--- config.mk ---
export PLATFORM = sky130hd
export DESIGN_NAME = c_source_token_classifier
export DESIGN_NICKNAME = d
export VERILOG_FILES = /design/src/cstc_pkg.sv /design/src/c_source_token_classifier.sv /design/src/cstc_front.sv /design/src/cstc_back.sv
export SDC_FILE = /design/constraint.sdc
export NUM_CORES = 1
export LEC_CHECK = 0
export BUFFER_PORTS_ARGS = -buffer_cell sky130_fd_sc_hd__buf_4
export CORE_ASPECT_RATIO = 1.25
export CORE_UTILIZATION = 65
export CTS_CLUSTER_DIAMETER = 60
export DETAILED_ROUTE_END_ITERATION = 6
export PLACE_DENSITY = 0.82
export RECOVER_POWER = 50
export SYNTH_ARGS = -nofsm -noshare
export SYNTH_HDL_FRONTEND = slang
export SYNTH_HIERARCHICAL = 1
export SYNTH_SLANG_ARGS = --single-unit
--- constraint.sdc ---
create_clock -name i_clk -period 9 [get_ports i_clk]
set_clock_uncertainty 0.05 [all_clocks]
set_input_delay 0.9 -clock i_clk [delete_from_list [all_inputs] [get_ports i_clk]]
set_output_delay 0.9 -clock i_clk [all_outputs]
set_load 0.02 [all_outputs]
--- src/cstc_pkg.sv ---
// Package for the C source token classifier: token class codes, fixed-width
// type words, queue sizes and result types. No dependencies.
package cstc_pkg;

    localparam int WordCharsDef  = 8;
    localparam int LengthBitsDef = 16;
    localparam int MaxRes        = 3;
    localparam int QueueDepth    = 4;

    localparam logic [3:0] CL_SPACE     = 4'd0;
    localparam logic [3:0] CL_COMMENT   = 4'd1;
    localparam logic [3:0] CL_DIRECTIVE = 4'd2;
    localparam logic [3:0] CL_KEYWORD   = 4'd3;
    localparam logic [3:0] CL_TYPE      = 4'd4;
    localparam logic [3:0] CL_NUMBER    = 4'd5;
    localparam logic [3:0] CL_STRING    = 4'd6;
    localparam logic [3:0] CL_MACRO     = 4'd7;
    localparam logic [3:0] CL_IDENT     = 4'd8;
    localparam logic [3:0] CL_PUNCT     = 4'd9;
    localparam logic [3:0] CL_BREAK     = 4'd10;
    localparam logic [3:0] CL_NONE      = 4'd15;

    // Fixed-width unsigned type words, first byte in the top byte.
    localparam logic [63:0] TyWordU16 = {"uint", "16_t"};
    localparam logic [63:0] TyWordU32 = {"uint", "32_t"};
    localparam logic [63:0] TyWordU64 = {"uint", "64_t"};

    // One result as it travels from the classifier to the output queue.
    typedef struct packed {
        logic [3:0]  cls;
        logic [15:0] len;
        logic        sat;
        logic        last;
        logic        tend;
    } t_res;

    // Up to three results produced by one byte.
    typedef struct packed {
        logic [1:0] cnt;
        t_res [MaxRes-1:0] res;
    } t_bundle;

endpackage

--- src/c_source_token_classifier.sv ---
// Top level of the C source token classifier: byte stream in, token stream
// out. Instantiates cstc_front and cstc_back; uses cstc_pkg.
//
//  channel | dir | tdata (low bit up)                  | tuser / tlast
//  s_axis  | in  | char_code[7:0]                      | tlast = end_of_text
//  m_axis  | out | token_class[3:0], token_length[19:4],| tuser[0] length_saturated,
//          |     | zero fill [23:20]                   | tuser[1] run_last, tlast text_end
//
// One byte is taken every cycle while the result queue has room; the whole
// classification of a byte, word matching included, is done in that cycle.
// Results leave one per beat, so a byte making two or three tokens takes that
// many output beats; the four-bundle queue absorbs the difference.
// Reset is synchronous, active low; it returns to line start with nothing
// pending. A stall on m_axis fills the queue, then drops s_axis_tready.
module c_source_token_classifier
    import cstc_pkg::*;
#(
    parameter int WORD_CHARS  = WordCharsDef,
    parameter int LENGTH_BITS = LengthBitsDef
) (
    input  logic        i_clk,
    input  logic        i_rst_n,
    input  logic        s_axis_tvalid,
    output logic        s_axis_tready,
    input  logic [7:0]  s_axis_tdata,   // char_code
    input  logic        s_axis_tlast,   // end_of_text
    output logic        m_axis_tvalid,
    input  logic        m_axis_tready,
    output logic [23:0] m_axis_tdata,   // token_class, token_length, zero fill
    output logic [1:0]  m_axis_tuser,   // length_saturated, run_last
    output logic        m_axis_tlast    // text_end
);

    t_bundle w_bundle;
    t_res    w_res;
    logic    w_take;

    // Accept a byte only when the queue can hold its bundle.
    assign w_take = s_axis_tvalid && s_axis_tready;

    cstc_front #(
        .WORD_CHARS (WORD_CHARS),
        .LENGTH_BITS(LENGTH_BITS)
    ) u_front (
        .i_clk   (i_clk),
        .i_rst_n (i_rst_n),
        .i_valid (w_take),
        .i_char  (s_axis_tdata),
        .i_end   (s_axis_tlast),
        .o_bundle(w_bundle)
    );

    cstc_back u_back (
        .i_clk   (i_clk),
        .i_rst_n (i_rst_n),
        .i_push  (w_take),
        .i_bundle(w_bundle),
        .o_room  (s_axis_tready),
        .o_valid (m_axis_tvalid),
        .o_res   (w_res),
        .i_ready (m_axis_tready)
    );

    assign m_axis_tdata = {4'b0000, w_res.len, w_res.cls};
    assign m_axis_tuser = {w_res.last, w_res.sat};
    assign m_axis_tlast = w_res.tend;

endmodule

--- src/cstc_front.sv ---
// Front part: accepts one byte a cycle while i_valid is set, tracks the line and token state and
// produces the results for that byte as one bundle. Uses cstc_pkg.
module cstc_front
    import cstc_pkg::*;
#(
    parameter int WORD_CHARS  = WordCharsDef,
    parameter int LENGTH_BITS = LengthBitsDef
) (
    input  logic          i_clk,
    input  logic          i_rst_n,
    input  logic          i_valid,
    input  logic [7:0]    i_char,
    input  logic          i_end,
    output t_bundle       o_bundle
);

    localparam int WIDX = $clog2(WORD_CHARS);
    localparam logic [LENGTH_BITS-1:0] LenCap =
        (LENGTH_BITS >= 16) ? LENGTH_BITS'(16'hFFFF) : {LENGTH_BITS{1'b1}};

    typedef enum logic [2:0] {
        PH_LEAD, PH_CODE, PH_HASH, PH_DIRECTIVE, PH_PREPROC, PH_COMMENT
    } t_phase;
    typedef enum logic [1:0] {NUM_INT, NUM_ZERO, NUM_FRAC, NUM_HEX} t_num;

    t_phase r_phase, n_phase;
    logic [3:0] r_pcls, n_pcls;
    logic [LENGTH_BITS-1:0] r_plen, n_plen;
    logic r_sat, n_sat;
    logic [7:0] r_word [WORD_CHARS];
    logic [1:0] r_shape, n_shape;
    logic r_expm, n_expm;
    t_num r_num, n_num;
    logic [7:0] r_quote, n_quote;
    logic r_esc, n_esc;
    logic r_slash, n_slash;
    logic           w_we;
    logic [WIDX-1:0] w_widx;
    logic [7:0]     w_wdat;

    // word_buffer contents, after writes done this byte, for classifying
    logic [7:0] v_word [WORD_CHARS];

    function automatic logic f_space(input logic [7:0] c);
        return c == 8'd32 || c == 8'd9 || c == 8'd11 || c == 8'd12 || c == 8'd13;
    endfunction
    function automatic logic f_digit(input logic [7:0] c);
        return c >= 8'd48 && c <= 8'd57;
    endfunction
    function automatic logic f_upper(input logic [7:0] c);
        return c >= 8'd65 && c <= 8'd90;
    endfunction
    function automatic logic f_lower(input logic [7:0] c);
        return c >= 8'd97 && c <= 8'd122;
    endfunction
    function automatic logic f_wstart(input logic [7:0] c);
        return f_upper(c) || f_lower(c) || c == 8'd95;
    endfunction
    function automatic logic f_wpart(input logic [7:0] c);
        return f_wstart(c) || f_digit(c);
    endfunction
    function automatic logic f_hex(input logic [7:0] c);
        return f_digit(c) || (c >= 8'd65 && c <= 8'd70) || (c >= 8'd97 && c <= 8'd102);
    endfunction

    // Word match against a constant string of up to eight bytes, right-aligned
    // in s, so that its first byte sits in byte n-1 of s.
    function automatic logic f_eq(input logic [63:0] s, input int n,
                                  input logic [LENGTH_BITS-1:0] len,
                                  input logic [7:0] w [WORD_CHARS]);
        logic ok;
        ok = (len == LENGTH_BITS'(n)) && (n <= WORD_CHARS);
        for (int i = 0; i < 8; i++) begin
            if (i < n && i < WORD_CHARS) begin
                if (w[i] != s[8*(n-1-i) +: 8]) ok = 1'b0;
            end
        end
        return ok;
    endfunction

    // Working variables of the per-byte sequence
    logic [3:0]  v_pcls;
    logic [LENGTH_BITS-1:0] v_plen;
    logic        v_sat;
    logic [1:0]  v_shape;
    logic        v_expm;
    t_num        v_num;
    logic [7:0]  v_quote;
    logic        v_esc, v_slash;
    t_phase      v_phase;
    t_bundle     v_b;
    logic        v_kw, v_ty, v_shp;
    logic [3:0]  v_cls;

    always_comb begin
        v_pcls = r_pcls; v_plen = r_plen; v_sat = r_sat; v_shape = r_shape;
        v_expm = r_expm; v_num = r_num; v_quote = r_quote; v_esc = r_esc;
        v_slash = r_slash; v_phase = r_phase; v_b = '0;
        v_kw = 1'b0; v_ty = 1'b0; v_shp = 1'b0;
        v_cls = CL_NONE;
        w_we = 1'b0; w_widx = '0; w_wdat = i_char;
        for (int i = 0; i < WORD_CHARS; i++) v_word[i] = r_word[i];

        // The per-byte sequence, through the helper steps below.
        step();
        n_pcls = v_pcls; n_plen = v_plen; n_sat = v_sat; n_shape = v_shape;
        n_expm = v_expm; n_num = v_num; n_quote = v_quote; n_esc = v_esc;
        n_slash = v_slash; n_phase = v_phase;
    end

    function automatic void grow();
        if (v_plen < LenCap) v_plen = v_plen + 1'b1;
        else v_sat = 1'b1;
    endfunction
    function automatic void start(input logic [3:0] c);
        v_pcls = c; v_plen = '0; v_sat = 1'b0; v_shape = 2'b00;
    endfunction
    function automatic void emit(input logic [3:0] c,
                                 input logic [LENGTH_BITS-1:0] l, input logic s);
        if (v_b.cnt < 2'(MaxRes)) begin
            v_b.res[v_b.cnt].cls = c;
            v_b.res[v_b.cnt].len = 16'(l);
            v_b.res[v_b.cnt].sat = s;
            v_b.cnt = v_b.cnt + 2'd1;
        end
    endfunction
    function automatic void word_add(input logic [7:0] c);
        if (v_plen < LENGTH_BITS'(WORD_CHARS)) begin
            w_we = 1'b1;
            w_widx = WIDX'(v_plen);
            v_word[WIDX'(v_plen)] = c;
        end
        if (f_upper(c)) v_shape[0] = 1'b1;
        else if (f_lower(c)) v_shape[1] = 1'b1;
        grow();
    endfunction
    function automatic void flush_pending();
        v_cls = v_pcls;
        if (v_cls != CL_NONE) begin
            if (v_cls == CL_IDENT) begin
                v_shp = (v_shape == 2'b01);
                v_kw = f_eq("static", 6, v_plen, v_word) || f_eq("const", 5, v_plen, v_word)
                    || f_eq("unsigned", 8, v_plen, v_word) || f_eq("signed", 6, v_plen, v_word)
                    || f_eq("void", 4, v_plen, v_word) || f_eq("char", 4, v_plen, v_word)
                    || f_eq("int", 3, v_plen, v_word) || f_eq("short", 5, v_plen, v_word)
                    || f_eq("long", 4, v_plen, v_word) || f_eq("float", 5, v_plen, v_word)
                    || f_eq("double", 6, v_plen, v_word)
                    || f_eq("volatile", 8, v_plen, v_word)
                    || f_eq("extern", 6, v_plen, v_word);
                v_ty = f_eq("uint8_t", 7, v_plen, v_word) || f_eq(TyWordU16, 8, v_plen, v_word)
                    || f_eq(TyWordU32, 8, v_plen, v_word) || f_eq(TyWordU64, 8, v_plen, v_word)
                    || f_eq("int8_t", 6, v_plen, v_word) || f_eq("int16_t", 7, v_plen, v_word)
                    || f_eq("int32_t", 7, v_plen, v_word) || f_eq("int64_t", 7, v_plen, v_word)
                    || f_eq("size_t", 6, v_plen, v_word) || f_eq("PROGMEM", 7, v_plen, v_word);
                if (v_phase == PH_PREPROC) begin
                    if (v_expm) begin v_expm = 1'b0; v_cls = CL_MACRO; end
                    else if (v_shp) v_cls = CL_MACRO;
                    else if (v_kw) v_cls = CL_KEYWORD;
                    else if (v_ty) v_cls = CL_TYPE;
                    else v_cls = CL_IDENT;
                end else begin
                    if (v_kw) v_cls = CL_KEYWORD;
                    else if (v_ty) v_cls = CL_TYPE;
                    else if (v_shp) v_cls = CL_MACRO;
                    else v_cls = CL_IDENT;
                end
            end else if (v_cls == CL_DIRECTIVE) begin
                v_expm = f_eq("define", 6, v_plen, v_word);
            end
            emit(v_cls, v_plen, v_sat);
            v_pcls = CL_NONE;
        end
    endfunction
    function automatic void flush_slash();
        if (v_slash) begin
            emit(CL_PUNCT, LENGTH_BITS'(1), 1'b0);
            v_slash = 1'b0;
        end
    endfunction
    function automatic logic num_cont(input logic [7:0] c);
        case (v_num)
            NUM_ZERO: begin
                if (c == 8'd120 || c == 8'd88) begin v_num = NUM_HEX; return 1'b1; end
                if (f_digit(c)) begin v_num = NUM_INT; return 1'b1; end
                if (c == 8'd46) begin v_num = NUM_FRAC; return 1'b1; end
                return 1'b0;
            end
            NUM_INT: begin
                if (f_digit(c)) return 1'b1;
                if (c == 8'd46) begin v_num = NUM_FRAC; return 1'b1; end
                return 1'b0;
            end
            NUM_FRAC: return f_digit(c);
            default:  return f_hex(c);
        endcase
    endfunction
    function automatic void body_char(input logic [7:0] c);
        logic pre;
        logic fin;
        pre = (v_phase == PH_PREPROC);
        fin = 1'b0;
        case (v_pcls)
            CL_STRING: begin
                grow();
                if (v_esc) v_esc = 1'b0;
                else if (c == 8'd92) v_esc = 1'b1;
                else if (c == v_quote) flush_pending();
                fin = 1'b1;
            end
            CL_NUMBER: begin
                if (num_cont(c)) begin grow(); fin = 1'b1; end
                else flush_pending();
            end
            CL_IDENT: begin
                if (f_wpart(c)) begin word_add(c); fin = 1'b1; end
                else flush_pending();
            end
            CL_SPACE: begin
                if (f_space(c)) begin grow(); fin = 1'b1; end
                else flush_pending();
            end
            default: ;
        endcase
        if (!fin && v_slash) begin
            if (c == 8'd47) begin
                v_slash = 1'b0;
                v_phase = PH_COMMENT;
                start(CL_COMMENT);
                grow();
                grow();
                fin = 1'b1;
            end else begin
                flush_slash();
            end
        end
        if (!fin) begin
            if (f_space(c)) begin
                start(CL_SPACE); grow();
            end else if (c == 8'd34 || c == 8'd39) begin
                start(CL_STRING); v_quote = c; v_esc = 1'b0; grow();
            end else if (f_digit(c)) begin
                start(CL_NUMBER);
                v_num = (c == 8'd48) ? NUM_ZERO : NUM_INT;
                grow();
            end else if (f_wstart(c)) begin
                start(CL_IDENT); word_add(c);
            end else if (c == 8'd47 && !pre) begin
                v_slash = 1'b1;
            end else begin
                emit(CL_PUNCT, LENGTH_BITS'(1), 1'b0);
            end
        end
    endfunction
    function automatic void step();
        if (i_char == 8'd10) begin
            flush_pending();
            flush_slash();
            emit(CL_BREAK, '0, 1'b0);
            v_phase = PH_LEAD; v_expm = 1'b0; v_esc = 1'b0;
        end else begin
            case (v_phase)
                PH_LEAD: begin
                    if (v_slash) begin
                        if (i_char == 8'd47) begin
                            v_slash = 1'b0;
                            if (v_pcls != CL_SPACE) start(CL_COMMENT);
                            v_pcls = CL_COMMENT;
                            grow(); grow();
                            v_phase = PH_COMMENT;
                        end else begin
                            flush_pending(); flush_slash();
                            v_phase = PH_CODE;
                            body_char(i_char);
                        end
                    end else if (f_space(i_char)) begin
                        if (v_pcls != CL_SPACE) start(CL_SPACE);
                        grow();
                    end else if (i_char == 8'd35) begin
                        flush_pending();
                        emit(CL_PUNCT, LENGTH_BITS'(1), 1'b0);
                        v_phase = PH_HASH;
                    end else if (i_char == 8'd47) begin
                        v_slash = 1'b1;
                    end else begin
                        flush_pending();
                        v_phase = PH_CODE;
                        body_char(i_char);
                    end
                end
                PH_HASH: begin
                    if (f_space(i_char)) begin
                        if (v_pcls != CL_SPACE) start(CL_SPACE);
                        grow();
                    end else if (f_wpart(i_char)) begin
                        flush_pending();
                        start(CL_DIRECTIVE);
                        word_add(i_char);
                        v_phase = PH_DIRECTIVE;
                    end else begin
                        flush_pending();
                        v_expm = 1'b0;
                        v_phase = PH_PREPROC;
                        body_char(i_char);
                    end
                end
                PH_DIRECTIVE: begin
                    if (f_wpart(i_char)) word_add(i_char);
                    else begin
                        flush_pending();
                        v_phase = PH_PREPROC;
                        body_char(i_char);
                    end
                end
                PH_COMMENT: grow();
                default: body_char(i_char);
            endcase
        end
        if (i_end) begin
            flush_pending();
            flush_slash();
            v_phase = PH_LEAD; v_pcls = CL_NONE; v_plen = '0; v_sat = 1'b0;
            v_shape = 2'b00; v_expm = 1'b0; v_num = NUM_INT; v_quote = '0;
            v_esc = 1'b0; v_slash = 1'b0;
        end
        if (v_b.cnt != 2'd0) begin
            v_b.res[v_b.cnt - 2'd1].last = 1'b1;
            v_b.res[v_b.cnt - 2'd1].tend = i_end;
        end
    endfunction

    always_ff @(posedge i_clk) begin
        if (!i_rst_n) begin
            r_phase <= PH_LEAD;
            r_pcls  <= CL_NONE;
            r_plen  <= '0;
            r_sat   <= 1'b0;
            r_shape <= 2'b00;
            r_expm  <= 1'b0;
            r_num   <= NUM_INT;
            r_quote <= '0;
            r_esc   <= 1'b0;
            r_slash <= 1'b0;
        end else if (i_valid) begin
            r_phase <= n_phase;
            r_pcls  <= n_pcls;
            r_plen  <= n_plen;
            r_sat   <= n_sat;
            r_shape <= n_shape;
            r_expm  <= n_expm;
            r_num   <= n_num;
            r_quote <= n_quote;
            r_esc   <= n_esc;
            r_slash <= n_slash;
        end
    end

    always_ff @(posedge i_clk) begin
        if (i_valid && w_we) r_word[w_widx] <= w_wdat;
    end

    assign o_bundle = v_b;

endmodule

--- src/cstc_back.sv ---
// Back part: a short queue of result bundles and an unpacker that sends one
// result per beat. Uses cstc_pkg.
module cstc_back
    import cstc_pkg::*;
(
    input  logic    i_clk,
    input  logic    i_rst_n,
    input  logic    i_push,
    input  t_bundle i_bundle,
    output logic    o_room,
    output logic    o_valid,
    output t_res    o_res,
    input  logic    i_ready
);

    localparam int PW = $clog2(QueueDepth);

    t_bundle r_q [QueueDepth];
    logic [PW-1:0] r_wp, r_rp;
    logic [PW:0]   r_cnt;
    logic [1:0]    r_sub;
    logic          w_pop_beat, w_pop_bundle, w_push;

    // Bundles with no result are dropped at the door.
    assign w_push       = i_push && (i_bundle.cnt != 2'd0);
    assign o_room       = (r_cnt != (PW+1)'(QueueDepth));
    assign o_valid      = (r_cnt != '0);
    assign o_res        = r_q[r_rp].res[r_sub];
    assign w_pop_beat   = o_valid && i_ready;
    assign w_pop_bundle = w_pop_beat && (r_sub + 2'd1 == r_q[r_rp].cnt);

    always_ff @(posedge i_clk) begin
        if (!i_rst_n) begin
            r_wp  <= '0;
            r_rp  <= '0;
            r_cnt <= '0;
            r_sub <= '0;
        end else begin
            if (w_push) r_wp <= r_wp + 1'b1;
            if (w_pop_bundle) begin
                r_rp  <= r_rp + 1'b1;
                r_sub <= '0;
            end else if (w_pop_beat) begin
                r_sub <= r_sub + 2'd1;
            end
            r_cnt <= r_cnt + (PW+1)'(w_push) - (PW+1)'(w_pop_bundle);
        end
    end

    always_ff @(posedge i_clk) begin
        if (w_push) r_q[r_wp] <= i_bundle;
    end

    assert property (@(posedge i_clk) disable iff (!i_rst_n)
        r_cnt <= (PW+1)'(QueueDepth))
        else $error("bundle queue overflow");
    assert property (@(posedge i_clk) disable iff (!i_rst_n)
        o_valid |-> (r_sub < r_q[r_rp].cnt))
        else $error("unpacker index past bundle");
    assert property (@(posedge i_clk) disable iff (!i_rst_n)
        (o_valid && !i_ready) |=> (r_sub == $past(r_sub)))
        else $error("unpacker advanced while stalled");

endmodule
==> impl_metrics.yaml, run 1 <==
outcome:
  status: "aborted with a tool error"
  lastStage: "global routing (5_1_grt)"
  tool.error: "[ERROR GRT-0116] Global routing finished with congestion. Check the congestion regions in the DRC Viewer."
clocking:
  post-cts-setup-buffer-count: 0
  ctsRootBufferMaster: "clkbuf_16"
  cts.sinks: 398
  hold_buffers: 0
  ctsResizeCount: 0
  clock_path_buffers: 3
  ctsHtreeMaxLevel: 2
  cts_made_buffers: 42
die:
  rows: 83
  start_util_pct: 66.2
  die_h_microns: 231
  die_w_microns: 185
  ios: 42
placement:
  dp_cells: 3307
  io_buffer_count: 37
  gp_congestion: 1.19
  hpwl_mm: 85.0
yosys:
  synth.distinct_cells: 110
  ys_seq_area_share_pct: 41.9
  avgSynthCellArea_sq_um: 9.55
  synth_cells: 2860
  syn-cell-area_sq_um: 27300
  synth_ff_type: "edfxtp_1"
  yosys_register_bits: 398
  postSynth.asyncResetShare_pct: 0
  synth_enable_flop_cells: 348
  yosys_warnings: 6
global_routing:
  grt_pass1_vias: 30800
  grt_pass1_wl_mm: 215
  grt_usage_pct: 68.7
  overflow: 12
  grt_start_max_net_pins: 72
## kinds of logic after synthesis
group           after synthesis  synth area share [%]
other cells                   1                0.0137
compound gates              821                  20.5
fa+ha+maj                    18                 0.852
flops                       398                  41.9
buf+inv                     301                  4.54
mux                         122                  7.76
xor+xnor                     34                  1.12
simple gates               1165                  23.3
## cell usage after synthesis (18+ instances only)
master / number / area [sq um]
buf_2: 33 / 165
a221oi_1: 21 / 184
clkbuf_1: 168 / 631
or4_1: 24 / 180
o21ai_0: 146 / 731
dfxtp_1: 50 / 1000
and3_1: 31 / 194
nand2_1: 223 / 837
nor2b_1: 52 / 325
a211oi_1: 42 / 315
a31oi_1: 42 / 263
nor2_1: 239 / 897
a22oi_1: 18 / 135
mux2i_1: 45 / 450
xnor2_1: 21 / 184
nor4b_1: 18 / 158
edfxtp_1: 348 / 10500
or3_1: 24 / 150
o211ai_1: 41 / 308
inv_1: 67 / 251
nand3_1: 109 / 546
nor3_1: 101 / 505
o31ai_1: 27 / 203
and2_1: 39 / 244
nor4_1: 55 / 344
nand4b_1: 23 / 201
nand4_1: 65 / 407
a21oi_1: 175 / 876
nand2b_1: 30 / 188
mux4_2: 71 / 1600
o22ai_1: 47 / 294
a21boi_0: 19 / 143
## metal layers
metal	track usage (%)	overflow
met1	71.8	0
met2	87.2	1
met3	47.6	4
met4	66.3	6
met5	16.9	1
## per-stage QoR
step	util, %	instance area, sq um	worst slack [ns]	hold slack [ns]
2_1_floorplan	-	27300	2.00	0.387
3_3_place_gp	68.2	28100	1.46	0.400
3_5_place_dp	68.2	28100	1.01	0.413
4_1_cts	71.6	29500	1.43	0.420
==> run 2, diff against run 1 <==
--- a/config.mk
+++ b/config.mk
@@ -6,11 +6,9 @@
 export NUM_CORES = 1
 export LEC_CHECK = 0
 export BUFFER_PORTS_ARGS = -buffer_cell sky130_fd_sc_hd__buf_4
-export CORE_ASPECT_RATIO = 1.25
-export CORE_UTILIZATION = 65
-export CTS_CLUSTER_DIAMETER = 60
+export CORE_UTILIZATION = 40
 export DETAILED_ROUTE_END_ITERATION = 6
-export PLACE_DENSITY = 0.82
+export PLACE_DENSITY_LB_ADDON = 0.15
 export RECOVER_POWER = 50
 export SYNTH_ARGS = -nofsm -noshare
 export SYNTH_HDL_FRONTEND = slang
==> run 2 against run 1 <==
  * The flow now finishes, with violations (DRC, capacitance limit, slew limit)
  * Area after synthesis is the same
  * Synthesized cell count is the same
==> impl_metrics.yaml, run 2 <==
outcome:
  status: "finished, violations left"
  violations: "DRC, capacitance limit, slew limit"
clocking:
  cts_made_buffers: 47
  ctsResizeCount: 0
  post-cts-setup-buffer-count: 0
  hold_buffers: 0
  insertion_delay_ns: 0.60
  cts.sinks: 398
  ctsHtreeMaxLevel: 2
  clock_path_buffers: 3
  cts_tree: "built"
  clk_pin_slew_worst_paths_ns: 0.07
  ctsRootBufferMaster: "clkbuf_16"
yosys:
  yosys.area_share.simple_pct: 23.3
  yosysMostFrequentCell: "edfxtp_1"
  yosysTopAreaCell: "edfxtp_1"
  yosys_warnings: 6
  synth_cells: 2860
  synth_compound_area_share_pct: 20.5
  synth_top_family_by_area: "simple AND/OR/NAND/NOR gates"
  yosys_register_bits: 398
  synth_ff_type: "edfxtp_1"
  avgSynthCellArea_sq_um: 9.55
  postSynth.asyncResetShare_pct: 0
  muxShareOfSynthArea_pct: 7.76
  ys_seq_area_share_pct: 41.9
  synth_fa_ha_area_share_pct: 0.852
  synth_top_area_share_pct: 38.3
  synth_enable_flop_cells: 348
  synth.distinct_cells: 110
  synthTopCellsByCount: "348 x edfxtp_1, 239 x nor2_1, 223 x nand2_1, 175 x a21oi_1, 168 x clkbuf_1"
  synth_area_leaders: "edfxtp_1 38%, mux4_2 5.9%, dfxtp_1 3.7%"
  syn-cell-area_sq_um: 27300
  yosys.area_share.xor_xnor_pct: 1.12
timing:
  drv_slew: 119
  rsz0062_at_grt: "no"
  hold_viol: 0
  whs_ns: 0.430
  fin_crit_ns: 8.39
  setup_violations: 0
  worst_pin_slew_ns: 2.87
  fmax_mhz: 119
  fin_crit_sh_pct: 93.3
  fin_tns_setup_ns: 0
  relSlewSlack_pct: -91.5
worst_setup_path:
  rr_startpoint: "u_front/r_pcls[0]"
  path_class: "input port to flop"
  critPathArrivalTime_ns: 8.59
  worstSetupStartpoint: "s_axis_tdata[2]"
  worstPathMaxFanout: 22
  cp.required_ns: 9.20
  endpoint_kind: "flop"
  start_kind: "input port"
  regToRegSetupSlack_ns: 1.15
die:
  ios: 42
  die_h_microns: 263
  coreArea_sq_um: 67400
  rows: 95
  die_area_sq_um: 69300
  die_w_microns: 263
  start_util_pct: 40.5
hold_path:
  min_path_type: "flop to flop"
  hp-start: "u_front/r_quote[1]"
cells_and_area:
  multi_input_area_sq_um: 14700
  fin_util_pct: 44.7
  reg_top3: "u_back/r_q (284), u_front/r_word (64), u_front/r_plen (16)"
  area_growth_pct: 10.2
  layout_common_cells: "348 x edfxtp_1, 239 x nor2_1, 223 x nand2_1, 174 x a21oi_1, 147 x o21ai_0"
  mostFrequentLayoutCell: "edfxtp_1"
  finalInstanceArea_sq_um: 30100
  fillers: 6459
  largest_reg_flops: 284
  nNetsFinal: 2873
  seq_area_sq_um: 11500
  top_register: "u_back/r_q"
  drive_above_1_share_pct: 11.7
route:
  vias: 26600
  viasPerCell: 7.08
  post_drt_wl_per_cell_microns: 34.6
  drc: 12
  wirelength_mm: 130
  postRouteAntennaNets: 0
  first_pass_iters: 7
  drt_iter0_drc: 3811
power:
  powerDensity_nw_per_um2: 183
  ir_worst_vdd_v: 0.000149
  p_leak_nw: 9.48
placement:
  io_buffer_count: 37
  gp_congestion: 1.06
  post_dp_cell_area_sq_um: 28800
  hpwl_mm: 94.6
global_routing:
  overflow: 0
  grt_pass1_vias: 24700
  grt_pass1_wl_mm: 185
  grt_usage_pct: 36.6
  grt_start_max_net_pins: 52
  grt_antenna_before_repair: 5
job:
  cap_violations: 6
run 2: final cells by class:
cell class | instances | share of cell area (%)
Multi-Input combinational cell | 2164 | 48.8
Clock buffer | 63 | 4.24
Antenna cell | 2 | 0.0166
Tap cell | 873 | 3.63
Timing Repair Buffer | 160 | 3.62
Clock inverter | 25 | 0.806
Sequential cell | 398 | 38.0
Inverter | 71 | 0.885
run 2: worst max-delay path: stages:
cell      delay (ns)
clkbuf_1        0.69
clkbuf_1        1.37
or3b_2          0.37
or4_1           0.55
clkbuf_1        1.31
nand3_1         0.21
a211oi_1        0.25
o22ai_1         0.29
a311oi_4        0.49
nand3_2         0.22
or4b_1          0.60
nor4_1          0.32
a31oi_1         0.10
o311a_4         0.36
a21boi_1        0.16
o31a_1          0.24
nor2_1          0.11
run 2: through the flow:
step	total power, mW	cells	setup slack (ns)
detailed placement	3.74	3666	1.37
global placement	3.73	3666	1.60
finish	5.52	3756	0.607
floorplan	3.18	2863	2.00
global route	5.72	3754	0.682
CTS	5.62	3754	1.94
run 2: logic make-up (layout without fill, tap and decap cells):
logic type | Yosys count | after routing
and+or+nand+nor | 1165 | 1165
AOI/OAI and AO/OA | 821 | 821
DFF | 398 | 398
buffers and inverters | 301 | 319
muxes | 122 | 122
xor gates and xnor gates | 34 | 34
adders and majority gates | 18 | 18
other | 1 | 6
run 2: layer usage:
| metal | wire (microns) | GRT usage, % | share of wire [%] | vias up |
|---|---|---|---|---|
| li1 | - | - | - | 11200 |
| met5 | 13 | 0 | 0.010 | - |
| met4 | 5110 | 12.7 | 3.9 | 2 |
| met1 | 55600 | 52.4 | 43 | 13200 |
| met2 | 54200 | 52.8 | 42 | 1847 |
| met3 | 15000 | 9.91 | 12 | 313 |
run 2: power breakdown:
part           internal, mW  leakage (nW)  switching (mW)
clock                  1.07         0.745           0.811
sequential             2.18          3.68          0.0745
combinational         0.448          5.06           0.935
run 2: worst paths after layout:
kind                            cells after the start            endpoint
worst max-delay path                               17   u_back/r_q[0][67]
worst min-delay path                                2  u_front/r_quote[1]
worst max register to register                     19   u_back/r_q[0][67]
worst min register to register                      2  u_front/r_quote[1]
Note: power is estimated with default switching activity, not from simulation.
